==> src/hdl/isqb_pkg.sv <==
// isqb_pkg: shared widths, constants and control types for the bisection square root unit
// no dependencies; imported by the datapath, the controller and the top level
package isqb_pkg;

    localparam int OPERAND_W = 32;
    localparam int ROOT_W    = 17;
    // bounds never exceed the upper start value, which fits in 16 bits
    localparam int BOUND_W   = 16;
    localparam int MAG_W     = OPERAND_W - 1;

    // 46341 squared exceeds the largest positive operand, so it is a valid upper bound
    localparam logic [BOUND_W-1:0] HI_INIT  = 16'd46341;
    localparam logic [ROOT_W-1:0]  ROOT_NEG = {ROOT_W{1'b1}};

    // commands from controller to datapath
    typedef struct packed {
        logic load;
        logic step;
        logic emit;
    } isqb_cmd_t;

    // status from datapath to controller
    typedef struct packed {
        logic done;
    } isqb_sts_t;

endpackage

==> src/hdl/isqb_dpath.sv <==
// isqb_dpath: operand, bound and result registers with one bisection step per cycle
// depends on isqb_pkg
module isqb_dpath (
    input  logic                               clk,
    input  isqb_pkg::isqb_cmd_t                cmd,
    output isqb_pkg::isqb_sts_t                sts,
    input  logic [isqb_pkg::OPERAND_W-1:0]     operand,
    output logic signed [isqb_pkg::ROOT_W-1:0] root
);
    import isqb_pkg::*;

    logic [MAG_W-1:0]       x_reg;
    logic                   neg_reg;
    logic [BOUND_W-1:0]     lo_reg;
    logic [BOUND_W-1:0]     hi_reg;
    logic [ROOT_W-1:0]      root_reg;

    logic [BOUND_W:0]       sum;
    logic [BOUND_W-1:0]     mid;
    logic [2*BOUND_W-1:0]   mid_sq;
    logic                   too_big;
    logic [BOUND_W-1:0]     gap;

    // midpoint from a sum one bit wider than the bounds
    assign sum     = {1'b0, lo_reg} + {1'b0, hi_reg};
    assign mid     = sum[BOUND_W:1];
    assign mid_sq  = mid * mid;
    assign too_big = mid_sq > {{(2*BOUND_W-MAG_W){1'b0}}, x_reg};
    assign gap     = hi_reg - lo_reg;

    // converged once the bounds are adjacent, or at once for a negative operand
    assign sts.done = neg_reg || (gap == {{(BOUND_W-1){1'b0}}, 1'b1});
    assign root     = root_reg;

    always_ff @(posedge clk)
    begin
        if (cmd.load)
        begin
            x_reg   <= operand[MAG_W-1:0];
            neg_reg <= operand[OPERAND_W-1];
            lo_reg  <= '0;
            hi_reg  <= HI_INIT;
        end
        else if (cmd.step)
        begin
            if (too_big)
            begin
                hi_reg <= mid;
            end
            else
            begin
                lo_reg <= mid;
            end
        end
        if (cmd.emit)
        begin
            root_reg <= neg_reg ? ROOT_NEG : {1'b0, lo_reg};
        end
    end

endmodule

==> src/hdl/isqb_ctrl.sv <==
// isqb_ctrl: sequencing state machine and output valid flag
// depends on isqb_pkg
module isqb_ctrl (
    input  logic                clk,
    input  logic                rst_n,
    input  logic                in_valid,
    output logic                in_ready,
    output logic                out_valid,
    input  logic                out_ready,
    output isqb_pkg::isqb_cmd_t cmd,
    input  isqb_pkg::isqb_sts_t sts
);
    import isqb_pkg::*;

    localparam logic ST_IDLE = 1'b0;
    localparam logic ST_RUN  = 1'b1;

    logic state_reg;
    logic state_next;
    logic out_valid_reg;
    logic out_valid_next;
    logic out_free;

    assign in_ready  = (state_reg == ST_IDLE);
    assign out_valid = out_valid_reg;
    assign out_free  = !out_valid_reg || out_ready;

    always_comb
    begin
        cmd.load = in_valid && in_ready;
        cmd.step = (state_reg == ST_RUN) && !sts.done;
        cmd.emit = (state_reg == ST_RUN) && sts.done && out_free;

        state_next = state_reg;
        case (state_reg)
            ST_IDLE:
            begin
                if (cmd.load)
                begin
                    state_next = ST_RUN;
                end
            end
            ST_RUN:
            begin
                // a finished word waits here until the output register frees
                if (cmd.emit)
                begin
                    state_next = ST_IDLE;
                end
            end
            default:
            begin
                state_next = ST_IDLE;
            end
        endcase

        if (cmd.emit)
        begin
            out_valid_next = 1'b1;
        end
        else if (out_ready)
        begin
            out_valid_next = 1'b0;
        end
        else
        begin
            out_valid_next = out_valid_reg;
        end
    end

    always_ff @(posedge clk or negedge rst_n)
    begin
        if (!rst_n)
        begin
            state_reg     <= ST_IDLE;
            out_valid_reg <= 1'b0;
        end
        else
        begin
            state_reg     <= state_next;
            out_valid_reg <= out_valid_next;
        end
    end

endmodule

==> src/hdl/integer_sqrt_bisection_unit.sv <==
// integer_sqrt_bisection_unit: top level of the bisection square root unit
// depends on isqb_pkg, isqb_ctrl and isqb_dpath
//
// computes the floor square root of a signed 32-bit operand word; a negative
// operand gives -1 (all ones on root). the root is found by bisection: the
// bounds start at 0 and 46341 (whose square already exceeds any positive
// operand) and each cycle one midpoint is squared by a single 16x16
// multiplier and compared against the operand, keeping the half that holds
// the root. one word is worked on at a time: the bounds are loaded at the
// accepting edge, the search runs until the bounds are adjacent (a negative
// operand skips it), and the root is then loaded into the output register
// once that register is free. in_ready returns at the edge that loads the
// root, so one word occupies the unit from its accepting edge until then.
// in_ready is high only while no search is in flight; the output register
// holds a finished word independently, so the next operand is taken while
// the previous root still waits for out_ready. if the next search finishes
// before the output register is freed, it holds its result until then.
// nothing is kept from one word to the next.
module integer_sqrt_bisection_unit (
    input  logic                               clk,
    input  logic                               rst_n,
    input  logic                               in_valid,
    output logic                               in_ready,
    input  logic signed [isqb_pkg::OPERAND_W-1:0] operand,
    output logic                               out_valid,
    input  logic                               out_ready,
    output logic signed [isqb_pkg::ROOT_W-1:0] root
);
    import isqb_pkg::*;

    // command and status between the sequencer and the datapath
    isqb_cmd_t cmd;
    isqb_sts_t sts;

    // sequencer: owns the handshake and decides when to load, step and emit
    isqb_ctrl u_ctrl (
        .clk       (clk),
        .rst_n     (rst_n),
        .in_valid  (in_valid),
        .in_ready  (in_ready),
        .out_valid (out_valid),
        .out_ready (out_ready),
        .cmd       (cmd),
        .sts       (sts)
    );

    // datapath: bounds, midpoint squaring and the result register
    isqb_dpath u_dpath (
        .clk     (clk),
        .cmd     (cmd),
        .sts     (sts),
        .operand (operand),
        .root    (root)
    );

endmodule

==> config.mk <==
export PLATFORM = sky130hd
export DESIGN_NAME = integer_sqrt_bisection_unit
export DESIGN_NICKNAME = d
export VERILOG_FILES = /design/src/hdl/isqb_pkg.sv /design/src/hdl/isqb_dpath.sv /design/src/hdl/isqb_ctrl.sv /design/src/hdl/integer_sqrt_bisection_unit.sv
export SDC_FILE = /design/constraint.sdc
export NUM_CORES = 1
export LEC_CHECK = 0
export BUFFER_PORTS_ARGS = -buffer_cell sky130_fd_sc_hd__buf_2
export CAP_MARGIN = 20
export CORE_AREA = 2 2 142 144
export CTS_BUF_LIST = sky130_fd_sc_hd__clkbuf_4
export DETAILED_ROUTE_END_ITERATION = 10
export DIE_AREA = 0 0 144 146
export PLACE_DENSITY = 0.89
export SLEW_MARGIN = 5
export SYNTH_ARGS = -nofsm -noshare
export SYNTH_HDL_FRONTEND = slang
export SYNTH_HIERARCHICAL = 1
export SYNTH_SLANG_ARGS = --single-unit
export TNS_END_PERCENT = 10
==> constraint.sdc <==
create_clock -name clk -period 20.8 [get_ports clk]
set_input_delay 4.16 -clock clk [delete_from_list [all_inputs] [get_ports clk]]
set_output_delay 4.16 -clock clk [all_outputs]
set_load 0.005 [all_outputs]
Word level (Yosys, flattened, before mapping)
Index checks and enable logic that the tools add are counted.
{"block": "word_totals", "regBits": 83, "in_bits": 36, "output_inout_bits": 19, "word_cells": 32}
{"block": "op_classes", "n_addsub": 2, "n_mul": 1, "n_lt_le_gt_ge": 1, "eq_ne": 1, "mux": 6, "bitwise_logic": 2, "n_reduce_logical": 11}
{"op": "$gt 32x31->1", "count": 1}
{"op": "$mul 16x16->32", "count": 1}
{"op": "$add 16x16->17", "count": 1}
{"op": "$mux 17", "count": 1}
{"op": "$eq 16x1->1 const B", "count": 1}
{"op": "$sub 16x16->16", "count": 1}
{"op": "$logic_and 1x1->1", "count": 4}
{"op": "$mux 1", "count": 4}
{"op": "$reduce_and 2->1", "count": 2}
{"op": "$logic_not 1->1", "count": 2}
{"op": "$logic_or 1x1->1", "count": 2}
{"op": "$not 1->1", "count": 2}
{"op": "$pmux 1 s2", "count": 1}
{"op": "$reduce_bool 2->1", "count": 1}

Logic depth before layout (Yosys ltp)
{"block": "depth", "ltp_word": 7, "ltp_mapped": 47, "ltp_nobuf": 43}

Cells and area by module
Netlist, hierarchy kept.
{"mod": "isqb_dpath", "n_inst": 1, "cells_per_inst": 1362, "area_each_um2": 12371.9, "seq_area_each_um2": 2112.0}
{"mod": "isqb_ctrl", "n_inst": 1, "cells_per_inst": 12, "area_each_um2": 111.4, "seq_area_each_um2": 50.0}

Least setup slack after synthesis
Ideal clock, no wire load.
{"block": "synth_path", "kind": "register to register", "from": "reg u_dpath.lo_reg[0]", "to": "reg u_dpath.lo_reg[10]", "setup_ns": 0.079, "t_arrival_ns": 9.945, "t_required_ns": 20.721, "setup_slack_ns": 10.775, "stages_incl_launch_ff": 42, "path_buffers": 3, "period_less_slack_ns": 10.025, "cell_sequence": "dfxtp_1 > ha_1 > fa_1 > nor2b_1 > o311ai_4 > a211oi_1 > a31oi_1 > o21bai_1 > a21oi_1 > xnor2_1 > inv_1 > clkbuf_1 > nand2_1 > fa_1 > fa_1 > inv_1 > fa_1 > fa_1 > [6 not listed] > o21a_1 > a21boi_0 > o21ai_0 > a21boi_0 > o31ai_1 > or4b_2 > o311ai_0 > ha_1 > nand3_1 > or3_1 > nor3_1 > a21oi_1 > o21ai_0 > a21oi_1 > or4b_1 > buf_6 > buf_12 > a211oi_2"}
{"element": "from (decl)", "line": "isqb_dpath.sv:14", "text": "logic [BOUND_W-1:0] lo_reg;"}
{"element": "from (signal assigned)", "line": "isqb_dpath.sv:52", "text": "lo_reg <= mid;"}
{"element": "$add 16x16->17", "line": "isqb_dpath.sv:25", "text": "assign sum = {1'b0, lo_reg} + {1'b0, hi_reg};"}
{"element": "named net u_dpath.sum[14]", "line": "isqb_dpath.sv:18", "text": "logic [BOUND_W:0] sum;"}
{"element": "$mul 16x16->32", "line": "isqb_dpath.sv:27", "text": "assign mid_sq = mid * mid;"}
{"element": "$gt 32x31->1", "line": "isqb_dpath.sv:28", "text": "assign too_big = mid_sq > {{(2*BOUND_W-MAG_W){1'b0}}, x_reg};"}
{"element": "$not 1->1 (no source line)"}
{"element": "$reduce_and 2->1 (no source line)"}
The timed path passes the listed nets, and every way through them passes these cells.
A chain may end at the register's enable or synchronous reset.

Final worst setup path
{"block": "layout_path", "from": "reg u_dpath.lo_reg[2]", "to": "reg u_dpath.lo_reg[1]"}
{"block": "layout_via", "elab_chain_cells": 6}
{"element": "parallel branches: the longest is 6 deep, another holds $mul 16x16->32"}
Parallel ways; which one is timed is not known.

==> results.md <==
* Placement Rows at 51
* First-pass GRT wire length at 47.2 mm
* Min-delay worst type: reg -> reg
* Largest net degree at the start of global routing at 71
* Core Area at 19300 um^2
* Synth Area in XOR/XNOR at 0.0365
* Clock slew at reported path FFs at 0.14 ns
* DRC violations left at 0
* Final instance area at 13100 um^2
* Hold_buf cts at 0
* Die area at 21000 um^2
* H-tree depth at 3
* Total wire length at 27.5 mm
* Final Hold Vio Count at 0
* Synth Area in Compound Gates at 0.107
* Grt total ovfl at 0
* Max reg flops at 31
* Die Width at 144 um
* Area Growth Syn to Fin at 4.85%
* Largest family of logic cells by synthesized area: adder cells
* Adder-cell share of the synthesized area at 0.422
* Routed WL per cell at 16.3 um
* Number of synthesized register bits at 83
* Post-CTS setup buffer count at 0
* Warnings from Yosys at 6
* Vias per cell at 5.55
* Mean Syn Cell Area at 9.09 um^2
* Port Buffers at 54
* Clock buffer count from CTS at 9
* RSZ-0062 raised after global routing: no
* Root Buffer Master: clkbuf_4
* Starting Density at 0.646
* Nets at 1776
* Initial antenna violation count at 0
* PostCTS Resize Cnt at 0
* Fin. max-slew vios at 0
* Setup_tns at 0 ns
* CP startpoint kind: flop
* Initial DRC Count at 598
* First-pass iteration count of the detailed router at 5
* Clk_lat worst skew at 0.51 ns
* DRT antenna net count at 0
* WP data arrival at 12.04 ns
* Clock sinks at 83
* Post-synthesis mux area share at 0.0136
* N_diodes at 0
* Final period utilization at 0.562
* Critical-path maximum fanout at 27
* CTS tree: yes
* Tmin final at 11.69 ns
* Slowest CP cell: xnor2_1
* Fmax at 85.5 MHz
* Hpwl dp at 22.7 mm
* Syn nets at 1733
* CP Class: reg -> reg
* Outcome: completed
* Worst EP required at 21.15 ns
* Slew of the pin with the lowest slew margin at 1.11 ns
* Max-slew headroom at 0.257
* Global router's overall resource usage at 0.283
* Gpl congestion at 0.931
* Register area share after synthesis at 0.173
* Worst setup EP type: flop
* CP peak stage delay at 0.68 ns
* Synth cell types at 73
* Layout cell share with drive strength beyond 1 at 0.0914
* I/O pin cnt at 55
* Chip height at 146 um
* Vias in the first global route at 9927
* EDFF count, synth at 49
* Synth Area in Simple Gates at 0.131
* Via count at 9370
* Post-synthesis cell count at 1374
* Setup-violating endpoint count in the final report at 0
* Max clock buf depth at 2
* Synth Flop Type: edfxtp_1
* Asr flop ratio synth at 0.0241
* Mapped cell area at 12500 um^2
* Layout Skew at 0.0376 ns
* Dpl cell area at 12900 um^2
* Cell mode on critical path: inv_1
* Total of max-cap violations at 0
cell usage in the layout, fill, tap and decap left out, types with 10 or more instances in the layout:
master / n
nor2_1: 136
o21ai_0: 35
and2_1: 12
nand2_1: 93
nor2b_1: 10
xnor2_1: 37
buf_2: 54
xor2_1: 15
dfxtp_1: 32
a211oi_2: 12
a21oi_1: 65
a21o_1: 13
nand2b_1: 15
fa_1: 162
ha_1: 161
nor3_1: 20
inv_1: 311
a211oi_1: 10
buf_4: 15
or2_2: 17
edfxtp_1: 49
mux2i_1: 17
area by class of cell:
| cell class | count | area, um^2 |
|---|---|---|
| Clock buffer | 9 | 67.6 |
| Clock inverter | 7 | 81.3 |
| Fill cell | 1478 | 6250 |
| Inverter | 315 | 1180 |
| Multi-Input combinational cell | 939 | 8880 |
| Sequential cell | 83 | 2160 |
| Tap cell | 265 | 332 |
| Timing Repair Buffer | 69 | 383 |
worst max-delay path: cells and delay by family, from the launching register on:
family	cells	cell delay, ns
adder cells (fa/ha/maj)	9	4.08
buffers and inverters	9	1.30
AND/OR/NAND/NOR	13	2.60
flip-flops	1	0.39
multiplexers	1	0.23
XOR/XNOR	1	0.68
AO/OA/AOI/OAI	10	2.27
worst paths after layout:
check	cells past startpoint	endpoint	from	slack [ns]
min in group asynchronous	1	u_ctrl/state_reg$_DFF_PN0_	rst_n	3.40
worst max-delay path	43	u_dpath/lo_reg[1]$_SDFFE_PP0P_	u_dpath/lo_reg[2]$_SDFFE_PP0P_	9.11
max in group asynchronous	1	u_ctrl/out_valid$_DFFE_PN0P_	rst_n	17.30
worst min-delay path	2	u_dpath/hi_reg[0]$_SDFFE_PP1P_	u_dpath/hi_reg[0]$_SDFFE_PP1P_	0.52
worst max register to register	43	u_dpath/lo_reg[1]$_SDFFE_PP0P_	u_dpath/lo_reg[2]$_SDFFE_PP0P_	9.11
worst min register to register	2	u_dpath/hi_reg[0]$_SDFFE_PP1P_	u_dpath/hi_reg[0]$_SDFFE_PP1P_	0.52
through the flow:
step	worst slack, ns	util	hold WS, ns	instances
floorplan	10.78	-	0.479	1374
global placement	9.76	0.669	0.494	1671
detailed placement	9.41	0.669	0.507	1671
CTS	9.28	0.677	0.525	1687
global route	8.34	0.677	0.552	1687
finish	9.11	0.677	0.523	1687
cells in the mapped netlist, drive strengths merged, types with 3 or more instances:
| master | number | area share |
|---|---|---|
| nand2 | 93 | 0.028 |
| buf | 14 | 0.0096 |
| clkinv | 4 | 0.0012 |
| nor2b | 10 | 0.0050 |
| xor2 | 15 | 0.011 |
| a21oi | 65 | 0.026 |
| nand3b | 3 | 0.0028 |
| or2 | 17 | 0.0085 |
| nand4 | 9 | 0.0045 |
| o21a | 8 | 0.0048 |
| a31oi | 9 | 0.0045 |
| xnor2 | 37 | 0.026 |
| a211o | 4 | 0.0029 |
| a21boi | 5 | 0.0030 |
| fa | 162 | 0.26 |
| o21ai | 36 | 0.014 |
| a21o | 14 | 0.0085 |
| mux2i | 17 | 0.014 |
| and3 | 4 | 0.0024 |
| nor3 | 20 | 0.0080 |
| clkbuf | 23 | 0.012 |
| and2 | 12 | 0.0060 |
| nor3b | 3 | 0.0022 |
| a211oi | 22 | 0.018 |
| dfxtp | 32 | 0.051 |
| or3 | 6 | 0.0038 |
| o21bai | 7 | 0.0042 |
| nor4 | 4 | 0.0020 |
| nand2b | 16 | 0.0086 |
| o211ai | 8 | 0.0048 |
| inv | 311 | 0.094 |
| nor2 | 136 | 0.041 |
| ha | 161 | 0.16 |
| edfxtp | 49 | 0.12 |
| o31ai | 6 | 0.0040 |
| nand3 | 8 | 0.0032 |
layer usage:
layer | global-route usage | vias to the layer above | wire, um
li1 | - | 4467 | -
met1 | 0.367 | 4483 | 11300
met2 | 0.474 | 346 | 13500
met3 | 0.0507 | 74 | 1730
met4 | 0.103 | 0 | 978
met5 | 0 | - | 0
cells by family after synthesis:
| logic type | Yosys count |
|---|---|
| buf+inv | 352 |
| simple gates | 348 |
| fa+ha+maj | 324 |
| compound gates | 198 |
| flops | 83 |
| xor+xnor | 52 |
| mux | 17 |
Power is left out: the tool's default activity adds up to more than one toggle a clock period on the data nets, which glitch-free logic cannot reach.
